`config.mk`:
```
export PLATFORM = sky130hd
export DESIGN_NAME = sbus_frame_decoder_top
export DESIGN_NICKNAME = d
export VERILOG_FILES = /design/src/sbfd_pkg.sv /design/src/sbfd_scale.sv /design/src/sbus_frame_decoder_top.sv
export SDC_FILE = /design/constraint.sdc
export NUM_CORES = 1
export LEC_CHECK = 0
export ABC_AREA = 0
export BUFFER_PORTS_ARGS = -buffer_cell sky130_fd_sc_hd__buf_2
export CORE_MARGIN = 2
export CORE_UTILIZATION = 35
export DETAILED_ROUTE_END_ITERATION = 12
export PLACE_DENSITY = 0.51
export RECOVER_POWER = 25
export SLEW_MARGIN = 20
export SYNTH_ARGS = -nofsm -noshare
export SYNTH_HDL_FRONTEND = slang
export SYNTH_SLANG_ARGS = --single-unit
```
`constraint.sdc`:
```
create_clock -name clock -period 12.5 [get_ports clock]
set_clock_uncertainty 0.2 [all_clocks]
set_input_delay 0.625 -clock clock [delete_from_list [all_inputs] [get_ports clock]]
set_output_delay 0.625 -clock clock [all_outputs]
set_load 0.1 [all_outputs]
```
`src/sbfd_pkg.sv`:
```
`default_nettype none
package sbfd_pkg;

   localparam int FRAME_BYTES  = 25;
   localparam int NUM_CHANNELS = 16;

   localparam int BYTE_W  = 8;
   localparam int POS_W   = 5;
   localparam int CH_W    = 4;
   localparam int RAW_W   = 11;
   localparam int GAIN_W  = 16;
   localparam int VALUE_W = 16;
   localparam int COUNT_W = 16;
   localparam int PROD_W  = RAW_W + GAIN_W;
   // leftover bits stay below RAW_W, so one byte on top of them fits here
   localparam int ACC_W   = RAW_W - 1 + BYTE_W;
   localparam int NBITS_W = 5;

   localparam int FRAC_BITS    = 12;
   localparam int HALF_LSB     = 2048;
   localparam int FLAGS_POS    = 23;
   localparam int FAILSAFE_BIT = 3;
   localparam int LOST_BIT     = 2;
   localparam int SWEEP_LAST   = (RAW_W * NUM_CHANNELS - 1) / BYTE_W + 1;

   localparam logic [BYTE_W-1:0] HDR_BYTE = 8'h0F;
   localparam logic [BYTE_W-1:0] FTR_BYTE = 8'h00;

   localparam logic [GAIN_W-1:0]  GAIN_RESET   = 16'd2560;
   localparam logic [VALUE_W-1:0] OFFSET_RESET = 16'd880;

   localparam logic REQ_BYTE = 1'b0;
   localparam logic REQ_GAP  = 1'b1;

   localparam logic CSR_SCALE_GAIN   = 1'b0;
   localparam logic CSR_SCALE_OFFSET = 1'b1;

   typedef struct packed {
      logic              req_type;
      logic [BYTE_W-1:0] data_byte;
   } req_item_type;

   typedef struct packed {
      logic [CH_W-1:0]    channel_index;
      logic [VALUE_W-1:0] channel_value;
      logic               failsafe_flag;
      logic               signal_lost_flag;
      logic [COUNT_W-1:0] lost_frame_count;
      logic               last_of_frame;
   } rsp_item_type;

   typedef struct packed {
      logic [RAW_W-1:0]   raw;
      logic [CH_W-1:0]    channel_index;
      logic               failsafe_flag;
      logic               signal_lost_flag;
      logic [COUNT_W-1:0] lost_frame_count;
      logic               last_of_frame;
   } chan_item_type;

   typedef struct packed {
      logic advance;
      logic busy;
   } scale_status_type;

endpackage
`default_nettype wire

```
`src/sbfd_scale.sv`:
```
`default_nettype none
module sbfd_scale (
   input  wire                             clock,
   input  wire                             reset,
   input  wire                             in_valid,
   input  sbfd_pkg::chan_item_type         in_item,
   input  wire [sbfd_pkg::GAIN_W-1:0]      scale_gain,
   input  wire signed [sbfd_pkg::VALUE_W-1:0] scale_offset,
   output sbfd_pkg::scale_status_type      status,
   output logic                            rsp_valid,
   input  wire                             rsp_ready,
   output sbfd_pkg::rsp_item_type          rsp_data
);

   localparam int RND_W = sbfd_pkg::PROD_W + 1;
   localparam int SH_W  = RND_W - sbfd_pkg::FRAC_BITS;
   localparam int SUM_W = sbfd_pkg::VALUE_W + 2;

   logic                          prod_vld_ff, prod_vld_in;
   logic [sbfd_pkg::PROD_W-1:0]   prod_ff, prod_in;
   sbfd_pkg::chan_item_type       prod_item_ff;
   logic                          rsp_valid_ff, rsp_valid_in;
   sbfd_pkg::rsp_item_type        rsp_data_ff, rsp_data_in;

   logic                          advance;
   logic [RND_W-1:0]              rnd;
   logic [SH_W-1:0]               shifted;
   logic signed [SUM_W-1:0]       sum;
   logic [sbfd_pkg::VALUE_W-1:0]  value;

   // the whole pipe moves only when the output slot is free or being taken
   assign advance = !rsp_valid_ff || rsp_ready;

   always_comb begin
      prod_in     = sbfd_pkg::PROD_W'(in_item.raw) * sbfd_pkg::PROD_W'(scale_gain);
      prod_vld_in = advance ? in_valid : prod_vld_ff;

      rnd     = {1'b0, prod_ff} + RND_W'(sbfd_pkg::HALF_LSB);
      shifted = rnd[RND_W-1:sbfd_pkg::FRAC_BITS];
      sum     = $signed(SUM_W'(shifted))
              + $signed({{(SUM_W - sbfd_pkg::VALUE_W){scale_offset[sbfd_pkg::VALUE_W-1]}},
                         scale_offset});
      if (sum[SUM_W-1]) begin
         value = '0;
      end else if (sum[SUM_W-2:sbfd_pkg::VALUE_W] != '0) begin
         value = '1;
      end else begin
         value = sum[sbfd_pkg::VALUE_W-1:0];
      end

      rsp_valid_in = advance ? prod_vld_ff : rsp_valid_ff;
      rsp_data_in.channel_index    = prod_item_ff.channel_index;
      rsp_data_in.channel_value    = value;
      rsp_data_in.failsafe_flag    = prod_item_ff.failsafe_flag;
      rsp_data_in.signal_lost_flag = prod_item_ff.signal_lost_flag;
      rsp_data_in.lost_frame_count = prod_item_ff.lost_frame_count;
      rsp_data_in.last_of_frame    = prod_item_ff.last_of_frame;
   end

   always_ff @(posedge clock) begin
      if (reset) begin
         prod_vld_ff  <= 1'b0;
         rsp_valid_ff <= 1'b0;
      end else begin
         prod_vld_ff  <= prod_vld_in;
         rsp_valid_ff <= rsp_valid_in;
      end
   end

   always_ff @(posedge clock) begin
      if (advance) begin
         prod_ff      <= prod_in;
         prod_item_ff <= in_item;
         rsp_data_ff  <= rsp_data_in;
      end
   end

   assign status.advance = advance;
   assign status.busy    = prod_vld_ff || rsp_valid_ff;
   assign rsp_valid      = rsp_valid_ff;
   assign rsp_data       = rsp_data_ff;

endmodule
`default_nettype wire

```
`src/sbus_frame_decoder_top.sv`:
```
`default_nettype none
// Serial-bus servo frame decoder.
// req channel: one transfer per received byte (req_type byte) or per idle
// gap between frames (req_type gap). Bytes are written into a 25-entry frame
// memory as they arrive, one per cycle while req_ready is high.
// On the 25th byte, header 0x0F and footer 0x00 are checked. A good frame
// starts a sweep that reads bytes 1..22 from the memory one per cycle,
// unpacks 16 channels of 11 bits and scales each with a multiply stage and
// a round/offset/saturate stage. The first rsp transfer follows the sweep
// flag, fetched byte, channel and two scale registers; results are paced by
// the single memory read port, one byte a cycle unless rsp_ready stalls.
// req_ready is low from the closing byte of a good frame until the last
// channel result has been taken. A bad frame gives no result and does not
// stall. An idle gap during a partial frame bumps the lost-frame count.
// csr channel: always ready; index 0 scale_gain, 1 scale_offset; write only
// while idle. While rsp_valid waits on rsp_ready, sweep and both stages hold.
// Reset clears the byte position, the lost-frame count and the pipeline
// valids and restores the register defaults; the frame memory is not cleared.
module sbus_frame_decoder_top (
   input  wire                                clock,
   input  wire                                reset,
   input  wire                                req_valid,
   output logic                               req_ready,
   input  sbfd_pkg::req_item_type             req_data,
   output logic                               rsp_valid,
   input  wire                                rsp_ready,
   output sbfd_pkg::rsp_item_type             rsp_data,
   input  wire                                csr_valid,
   output logic                               csr_ready,
   input  wire                                csr_index,
   input  wire [sbfd_pkg::VALUE_W-1:0]        csr_wdata
);

   logic [sbfd_pkg::BYTE_W-1:0] store_mem [sbfd_pkg::FRAME_BYTES];

   logic [sbfd_pkg::POS_W-1:0]   pos_ff, pos_in;
   logic [sbfd_pkg::COUNT_W-1:0] lost_ff, lost_in;
   logic                         hdr_ok_ff, hdr_ok_in;
   logic                         failsafe_ff, failsafe_in;
   logic                         siglost_ff, siglost_in;
   logic [sbfd_pkg::GAIN_W-1:0]  gain_ff, gain_in;
   logic [sbfd_pkg::VALUE_W-1:0] offset_ff, offset_in;
   logic                         sweep_ff, sweep_in;
   logic [sbfd_pkg::POS_W-1:0]   rd_addr_ff, rd_addr_in;
   logic                         rd_vld_ff, rd_vld_in;
   logic [sbfd_pkg::BYTE_W-1:0]  rdata_ff;
   logic [sbfd_pkg::ACC_W-1:0]   acc_ff, acc_in;
   logic [sbfd_pkg::NBITS_W-1:0] nbits_ff, nbits_in;
   logic [sbfd_pkg::CH_W-1:0]    ch_ff, ch_in;
   logic                         chan_vld_ff, chan_vld_in;
   sbfd_pkg::chan_item_type      chan_ff, chan_in;

   sbfd_pkg::scale_status_type   scale_status;
   logic                         req_fire, byte_fire, csr_fire, advance, start, emit;
   logic [sbfd_pkg::ACC_W-1:0]   merged;
   logic [sbfd_pkg::NBITS_W-1:0] merged_bits;

   assign advance   = scale_status.advance;
   assign req_ready = !(sweep_ff || rd_vld_ff || chan_vld_ff || scale_status.busy);
   assign csr_ready = 1'b1;
   assign req_fire  = req_valid && req_ready;
   assign byte_fire = req_fire && (req_data.req_type == sbfd_pkg::REQ_BYTE);
   assign csr_fire  = csr_valid && csr_ready;
   assign start     = byte_fire && (pos_ff == sbfd_pkg::POS_W'(sbfd_pkg::FRAME_BYTES - 1))
                    && hdr_ok_ff && (req_data.data_byte == sbfd_pkg::FTR_BYTE);

   always_comb begin
      pos_in      = pos_ff;
      lost_in     = lost_ff;
      hdr_ok_in   = hdr_ok_ff;
      failsafe_in = failsafe_ff;
      siglost_in  = siglost_ff;
      if (req_fire) begin
         if (req_data.req_type == sbfd_pkg::REQ_GAP) begin
            if (pos_ff != '0) begin
               if (lost_ff != '1) begin
                  lost_in = lost_ff + 1'b1;
               end
               pos_in = '0;
            end
         end else begin
            if (pos_ff == '0) begin
               hdr_ok_in = (req_data.data_byte == sbfd_pkg::HDR_BYTE);
            end
            if (pos_ff == sbfd_pkg::POS_W'(sbfd_pkg::FLAGS_POS)) begin
               failsafe_in = req_data.data_byte[sbfd_pkg::FAILSAFE_BIT];
               siglost_in  = req_data.data_byte[sbfd_pkg::LOST_BIT];
            end
            if (pos_ff == sbfd_pkg::POS_W'(sbfd_pkg::FRAME_BYTES - 1)) begin
               pos_in = '0;
            end else begin
               pos_in = pos_ff + 1'b1;
            end
         end
      end

      gain_in   = gain_ff;
      offset_in = offset_ff;
      if (csr_fire) begin
         case (csr_index)
            sbfd_pkg::CSR_SCALE_GAIN:   gain_in   = csr_wdata;
            sbfd_pkg::CSR_SCALE_OFFSET: offset_in = csr_wdata;
            default: ;
         endcase
      end

      // append the fetched byte above the leftover bits, cut off a full channel
      merged      = acc_ff;
      merged_bits = nbits_ff;
      if (rd_vld_ff) begin
         merged      = acc_ff | (sbfd_pkg::ACC_W'(rdata_ff) << nbits_ff);
         merged_bits = nbits_ff + sbfd_pkg::NBITS_W'(sbfd_pkg::BYTE_W);
      end
      emit = (merged_bits >= sbfd_pkg::NBITS_W'(sbfd_pkg::RAW_W));

      sweep_in    = sweep_ff;
      rd_addr_in  = rd_addr_ff;
      rd_vld_in   = rd_vld_ff;
      acc_in      = acc_ff;
      nbits_in    = nbits_ff;
      ch_in       = ch_ff;
      chan_vld_in = chan_vld_ff;
      chan_in     = chan_ff;
      if (advance) begin
         rd_vld_in   = sweep_ff;
         chan_vld_in = emit;
         if (sweep_ff) begin
            rd_addr_in = rd_addr_ff + 1'b1;
            if (rd_addr_ff == sbfd_pkg::POS_W'(sbfd_pkg::SWEEP_LAST)) begin
               sweep_in = 1'b0;
            end
         end
         if (emit) begin
            acc_in   = merged >> sbfd_pkg::RAW_W;
            nbits_in = merged_bits - sbfd_pkg::NBITS_W'(sbfd_pkg::RAW_W);
            ch_in    = ch_ff + 1'b1;
         end else begin
            acc_in   = merged;
            nbits_in = merged_bits;
         end
         chan_in.raw              = merged[sbfd_pkg::RAW_W-1:0];
         chan_in.channel_index    = ch_ff;
         chan_in.failsafe_flag    = failsafe_ff;
         chan_in.signal_lost_flag = siglost_ff;
         chan_in.lost_frame_count = lost_ff;
         chan_in.last_of_frame    = (ch_ff == sbfd_pkg::CH_W'(sbfd_pkg::NUM_CHANNELS - 1));
      end
      if (start) begin
         sweep_in   = 1'b1;
         rd_addr_in = sbfd_pkg::POS_W'(1);
         acc_in     = '0;
         nbits_in   = '0;
         ch_in      = '0;
      end
   end

   always_ff @(posedge clock) begin
      if (reset) begin
         pos_ff      <= '0;
         lost_ff     <= '0;
         hdr_ok_ff   <= 1'b0;
         gain_ff     <= sbfd_pkg::GAIN_RESET;
         offset_ff   <= sbfd_pkg::OFFSET_RESET;
         sweep_ff    <= 1'b0;
         rd_addr_ff  <= '0;
         rd_vld_ff   <= 1'b0;
         nbits_ff    <= '0;
         ch_ff       <= '0;
         chan_vld_ff <= 1'b0;
      end else begin
         pos_ff      <= pos_in;
         lost_ff     <= lost_in;
         hdr_ok_ff   <= hdr_ok_in;
         gain_ff     <= gain_in;
         offset_ff   <= offset_in;
         sweep_ff    <= sweep_in;
         rd_addr_ff  <= rd_addr_in;
         rd_vld_ff   <= rd_vld_in;
         nbits_ff    <= nbits_in;
         ch_ff       <= ch_in;
         chan_vld_ff <= chan_vld_in;
      end
   end

   always_ff @(posedge clock) begin
      failsafe_ff <= failsafe_in;
      siglost_ff  <= siglost_in;
      acc_ff      <= acc_in;
      chan_ff     <= chan_in;
   end

   always_ff @(posedge clock) begin
      if (byte_fire) begin
         store_mem[pos_ff] <= req_data.data_byte;
      end
   end

   // read enable follows the pipe, so a stall holds the fetched byte
   always_ff @(posedge clock) begin
      if (advance && sweep_ff) begin
         rdata_ff <= store_mem[rd_addr_ff];
      end
   end

   sbfd_scale u_scale (
      .clock        (clock),
      .reset        (reset),
      .in_valid     (chan_vld_ff),
      .in_item      (chan_ff),
      .scale_gain   (gain_ff),
      .scale_offset (offset_ff),
      .status       (scale_status),
      .rsp_valid    (rsp_valid),
      .rsp_ready    (rsp_ready),
      .rsp_data     (rsp_data)
   );

`ifndef SYNTHESIS
   a_pos_range: assert property (@(posedge clock) disable iff (reset)
      pos_ff <= sbfd_pkg::POS_W'(sbfd_pkg::FRAME_BYTES - 1))
      else $error("byte position beyond frame");

   a_nbits_below_raw: assert property (@(posedge clock) disable iff (reset)
      nbits_ff < sbfd_pkg::NBITS_W'(sbfd_pkg::RAW_W))
      else $error("unpack leftover holds a whole channel");

   a_sweep_addr: assert property (@(posedge clock) disable iff (reset)
      sweep_ff |-> (rd_addr_ff >= sbfd_pkg::POS_W'(1))
                && (rd_addr_ff <= sbfd_pkg::POS_W'(sbfd_pkg::SWEEP_LAST)))
      else $error("sweep address outside channel bytes");

   a_no_accept_busy: assert property (@(posedge clock) disable iff (reset)
      req_ready |-> !sweep_ff && !rsp_valid && (nbits_ff == '0))
      else $error("input taken while a frame is in flight");

   a_sweep_end_last: assert property (@(posedge clock) disable iff (reset)
      $fell(sweep_ff) |-> ch_ff >= sbfd_pkg::CH_W'(sbfd_pkg::NUM_CHANNELS - 2))
      else $error("sweep ended with channels left");
`endif

endmodule
`default_nettype wire
```
# ---- After elaboration in Yosys (flattened, before gate mapping)
# Memory sizes are Yosys's and may differ from the RTL's. A register that Yosys moved wholly into a read port is not among the register bits.
# Cells that the tools add are included.
dict set report totals {
  word_cells 102
  ramBits 200
  memories 1
  out_inout_bits 42
  inputBits 31
  regBits 216
}
dict set report op_classes {
  reduce_logical 28
  multipliers 1
  magnitude_cmp 1
  add_sub_neg 8
  n_bitwise 3
  n_shift 1
  n_eq_ne 7
  n_mux 17
}
# name words width read_ports rd_clocked_by_memory_dff wr line_no
set mem_list {}
lappend mem_list {store_mem 25 8 1 1 1 sbus_frame_decoder_top.sv:34} ;# logic [sbfd_pkg::BYTE_W-1:0] store_mem [sbfd_pkg::FRAME_BYTES];
# op count
set op_table {}
lappend op_table {{two-way mux 18 bit} 2}
lappend op_table {{adder 27 x 12 -> 28 bit (second input constant)} 1}
lappend op_table {{multiplier 11 x 16 -> 27 bit} 1}
lappend op_table {{two-way mux 5 bit} 5}
lappend op_table {{adder 17 x 16 -> 18 bit} 1}
lappend op_table {{bitwise OR 18 bit} 1}
lappend op_table {{left shift 8 x 5 -> 18 bit} 1}
lappend op_table {{adder 16 x 1 -> 16 bit (second input constant)} 1}
lappend op_table {{two-way mux 16 bit} 1}
lappend op_table {{!= test 16 bit (second input constant)} 1}
lappend op_table {{equality test 5 bit (second input constant)} 3}
lappend op_table {{AND reduction 2 bit} 6}
lappend op_table {{adder 5 x 1 -> 5 bit (second input constant)} 2}
lappend op_table {{two-way mux 1 bit} 9}
lappend op_table {{equality test 8 x 4 -> 1 bit (second input constant)} 1}
lappend op_table {{logical NOT 8 bit} 1}
lappend op_table {{logical AND 1 bit} 6}
lappend op_table {{AND reduction 3 bit} 2}
lappend op_table {{adder 5 x 4 -> 5 bit (second input constant)} 1}
lappend op_table {{>= comparator 5 x 4 -> 1 bit (second input constant)} 1}
lappend op_table {{logical NOT 5 bit} 1}
lappend op_table {{logical OR 1 bit} 5}
lappend op_table {{nonzero test 5 bit} 1}
lappend op_table {{subtractor 5 x 4 -> 5 bit (second input constant)} 1}
lappend op_table {{other kinds (8)} 11}

# ---- Depth between registers and ports, before layout
dict set report logic_depth {
  depth_word 11
  mapped_depth 20
  ltp_nobuf 19
}

# ---- Modules after synthesis
# Synthesis repeated with hierarchy kept, for this count alone.
dict set report unflattened {
  hier_cells 1833
  area_unflattened_um2 22505.3
}
# module seq_area_each_um2 instances area_each_um2 cells_per_inst
set by_module_without_submodules {}
lappend by_module_without_submodules {sbus_frame_decoder_top 9108.7 1 13495.4 947}
lappend by_module_without_submodules {sbfd_scale 2382.3 1 9009.9 886}

# ---- Worst setup path before layout
# Ideal clock, no wire load.
dict set report synth_path {
  kind {reg2reg}
  start {register chan_ff[27] in the netlist's numbering}
  end {register u_scale.prod_ff[24] in the netlist's numbering, data pin}
  required_ns 12.035
  path_buffers 1
  t_arrival_ns 5.222
  path_stages_with_launch 19
  setup_slack_ns 6.813
  setup_ns 0.265
  period_less_slack_ns 5.687
  cell_sequence {edfxtp_1 > clkbuf_1 > nand2_1 > fa_1 > fa_1 > inv_1 > ha_1 > fa_1 > inv_1 > fa_1 > inv_1 > ha_1 > a21oi_1 > o21ai_0 > a311oi_2 > o21ai_1 > a211o_1 > and4_1 > or3_1}
}
dict set report synth_between {
  elab_chain_len 1
}
# item line_no
set synth_lines {}
lappend synth_lines {{from (decl)} sbus_frame_decoder_top.sv:51} ;# sbfd_pkg::chan_item_type chan_ff, chan_in;
lappend synth_lines {{from (signal assigned)} sbus_frame_decoder_top.sv:189} ;# chan_ff <= chan_in;
lappend synth_lines {{multiplier 11 x 16 -> 27 bit} sbfd_scale.sv:35} ;# prod_in = sbfd_pkg::PROD_W'(in_item.raw) * sbfd_pkg::PROD_W'(scale_gain);
lappend synth_lines {{via u_scale.prod_in (one bit)} sbfd_scale.sv:20} ;# logic [sbfd_pkg::PROD_W-1:0] prod_ff, prod_in;
lappend synth_lines {{to (signal assigned)} sbfd_scale.sv:72} ;# prod_ff <= prod_in;
lappend synth_lines {{to (decl)} sbfd_scale.sv:20}
# The timed path passes the listed nets, and every way through them passes these cells.
# A chain may end at the register's enable or synchronous reset.

# ---- Worst setup path in the final report
# Same ends and word-level chain as after synthesis.

==> impl_metrics.ini <==
[placed_design]
gpl.final_weighted_congestion = 0.805
port_buffers = 71
post-dp-hpwl_um = 35300

[outcome]
outcome = complete, no violations

[sta]
final_min_period_over_clock_period = 0.505
setup-tns-final_ps = 0
timing.final.setup_violations = 0
report.final.hold_viol_count = 0
timing.max_slew.rel_slack = 0.0980
tightestPinTransition_ps = 1350
grt_setup_unrepaired = no
max_freq_mhz = 158
slew_viol_final = 0
period_needed_ps = 6310

[synth]
synth-async-reset-ratio = 0
synthesis.yosys.warnings = 0
cell_type_with_the_largest_total_area_after_synthesis = edfxtp_1
avgSynthCellArea_um2 = 12.4
yosysMostFrequentCell = edfxtp_1
synth_common_cells = edfxtp_1 (322), nand2_1 (224), inv_1 (149)
yosys.area.top_type_share = 0.432
synth_flop_cell = edfxtp_1
synth_edf_count = 322
postSynthRegisterBits = 413
synth_cells = 1810
yosys-top-cells-area = edfxtp_1 (43%), fa_1 (11%), dfxtp_1 (8.1%), mux4_2 (5.7%), ha_1 (5.0%)
synth.cell_area_mm2 = 0.0224
mappedNetlistNets = 2055
post_synth_num_cell_types = 69
seq_area_frac_synth = 0.513

[cts]
clock_tree.buffer_depth = 3
cts_made_buffers = 45
cts_repair_resize_count = 0
holdBufCountCts = 0
postCtsSetupBuffers = 0
cts_sinks = 413
cts_h_tree_depth = 2
root_buffer = clkbuf_16
clkSlewWorstSetupHoldPaths_ps = 60
cts_tree = done
clock_latency_ps = 580

[floorplan]
die_width_um = 257
core_mm2 = 0.0632
std_cell_rows = 92
initial_core_util = 0.354
fp.dieH_um = 257
total_die_area_mm2 = 0.0660
io-pin-count = 73

[global_routing]
grt.overflow.total = 0
grt_antenna_before_repair = 1
grt_pass1_vias = 14300
grt.total_usage = 0.153
global_route_wire_length_before_repair_um = 79500
grt_max_degree = 81

[worst_setup_path]
crit-reg2reg-capture = u_scale.prod_ff[24]$_DFFE_PN_
critical_path.max_stage_delay_ps = 680
timing.reg2reg.setup_slack_ps = 6190
crit_chain = nand2_1, fa_1, fa_1, inv_1, ha_1, fa_1, inv_1, fa_1, inv_1, ha_1, a21oi_1, o21ai_0, a311oi_2, o21ai_1, a211o_1, and4_1, or3_1
cp_slowest_cell = edfxtp_1
worst_ep_required_time_ps = 12620
critPathLaunchType = register
r2r.worst_path.cells = 17
critical_path_data_arrival_time_ps = 6430
critical_path.reg2reg.startpoint = chan_ff[27]$_DFFE_PN_
critPathCaptureType = register
critical_path_class = register to register
path_max_fanout = 16
crit_path_frequent_cell = fa_1

[route]
via_count = 13500
antenna_violating_nets_post_route = 0
route.detailed.vias_per_inst = 4.96
drc = 0
route.detailed.wl_per_inst_um = 18.3
drt_wl_total_um = 49900
firstDrtPassIters = 5
first_iter_violations = 734

[pwr]
p_leak_nw = 9.59
vdd_drop_max_uv = 120
post-layout-total-power_mw = 3.50
power.density_mw_per_mm2 = 140

[cells_and_area]
area.sequential_mm2 = 0.0115
multi_input_area_mm2 = 0.00997
areaGrowthSynthToFinish_pct = 11.3
drive_gt1_frac = 0.124
insertedDiodeCount = 0
fin_nets = 2093
num-fill-cells = 6004

[min_path]
holdPathStages = 3
worst_min_delay_path_startpoint = csr_wdata[0]
timing.hold.worst.class = primary input to register
timing.hold.worst_endpoint = offset_ff[0]$_SDFFE_PP0P_

[job]
maxCapViolCount = 0
layout make-up:
cell class | instances | share of cell area
inverters | 150 | 0.0227
clock inverters | 22 | 0.00833
clock buffers | 61 | 0.0488
well taps | 846 | 0.0425
flip-flops and latches | 413 | 0.461
repair buffers | 79 | 0.0164
multi-input cells | 1159 | 0.400
routing by layer:
layer  part of all wire  global-route usage
met1               0.43               0.193
met4              0.019              0.0381
met3              0.034              0.0199
met5                  0                   0
met2               0.52               0.275
metrics by stage:
step	setup WS (ps)	instance area [um2]	hold slack (ps)	utilization	cells
6_report	6190	24900	114	0.394	2730
3_3_place_gp	6240	23500	200	0.372	2647
2_1_floorplan	6810	22400	200	-	1810
4_1_cts	6190	24900	84.7	0.395	2730
5_1_grt	5900	24900	106	0.394	2730
3_5_place_dp	6180	23500	205	0.372	2647
state kept, by name, summed over array words and instances, names as in the netlist, 8 cells and up:
register and cells:
chan_ff 34, gain_ff 16, store_mem 200, offset_ff 16, u_scale.prod_item_ff 23, lost_ff 16, rdata_ff 8, u_scale.prod_ff 16
u_scale.rsp_data 39, acc_ff 18
critical path: cells and delay by family, from the launching register on:
family	cells	cell delay, ps
fa+ha+maj	6	2730
compound gates	5	1580
simple gates	3	720
buf+inv	3	130
flops	1	680
worst max path at each step:
stage | from | endpoint | slack (ps) | cells past startpoint
6_report | chan_ff[27]$_DFFE_PN_ | u_scale.prod_ff[24]$_DFFE_PN_ | 6190 | 17
5_1_grt | chan_ff[27]$_DFFE_PN_ | u_scale.prod_ff[24]$_DFFE_PN_ | 5900 | 17
4_1_cts | chan_ff[31]$_DFFE_PN_ | u_scale.prod_ff[24]$_DFFE_PN_ | 6190 | 14
3_5_place_dp | chan_ff[27]$_DFFE_PN_ | u_scale.prod_ff[24]$_DFFE_PN_ | 6180 | 17
3_3_place_gp | chan_ff[27]$_DFFE_PN_ | u_scale.prod_ff[24]$_DFFE_PN_ | 6240 | 17
2_1_floorplan | chan_ff[27]$_DFFE_PN_ | u_scale.prod_ff[24]$_DFFE_PN_ | 6810 | 18
layout by cell type, fill, tap and decap left out, types with 65 or more instances in the layout:
master and count:
inv_1 149, nand2_1 224, ha_1 89, edfxtp_1 322, dfxtp_1 89, fa_1 125
buf_2 65, and2_1 90, a21oi_1 85, nor2_1 110
kinds of logic (layout without fill, tap and decap cells):
group | count (synthesis) | count (layout) | synth area share
and+or+nand+nor | 565 | 565 | 0.122
DFF | 413 | 413 | 0.513
buffers and inverters | 238 | 312 | 0.0418
AOI/OAI and AO/OA | 226 | 226 | 0.0644
adders and majority gates | 215 | 215 | 0.162
muxes | 89 | 89 | 0.0724
xor gates and xnor gates | 63 | 63 | 0.0246
other | 1 | 1 | 0.000167
power breakdown:
part           total [mW]  internal (mW)  switching [mW]  leakage, nW
clock network        1.29          0.730           0.556        0.689
registers            1.58           1.54          0.0428         3.95
logic               0.628          0.212           0.416         4.96
total                3.50           2.48            1.01         9.59
Note: power is estimated with default switching activity, not from simulation.
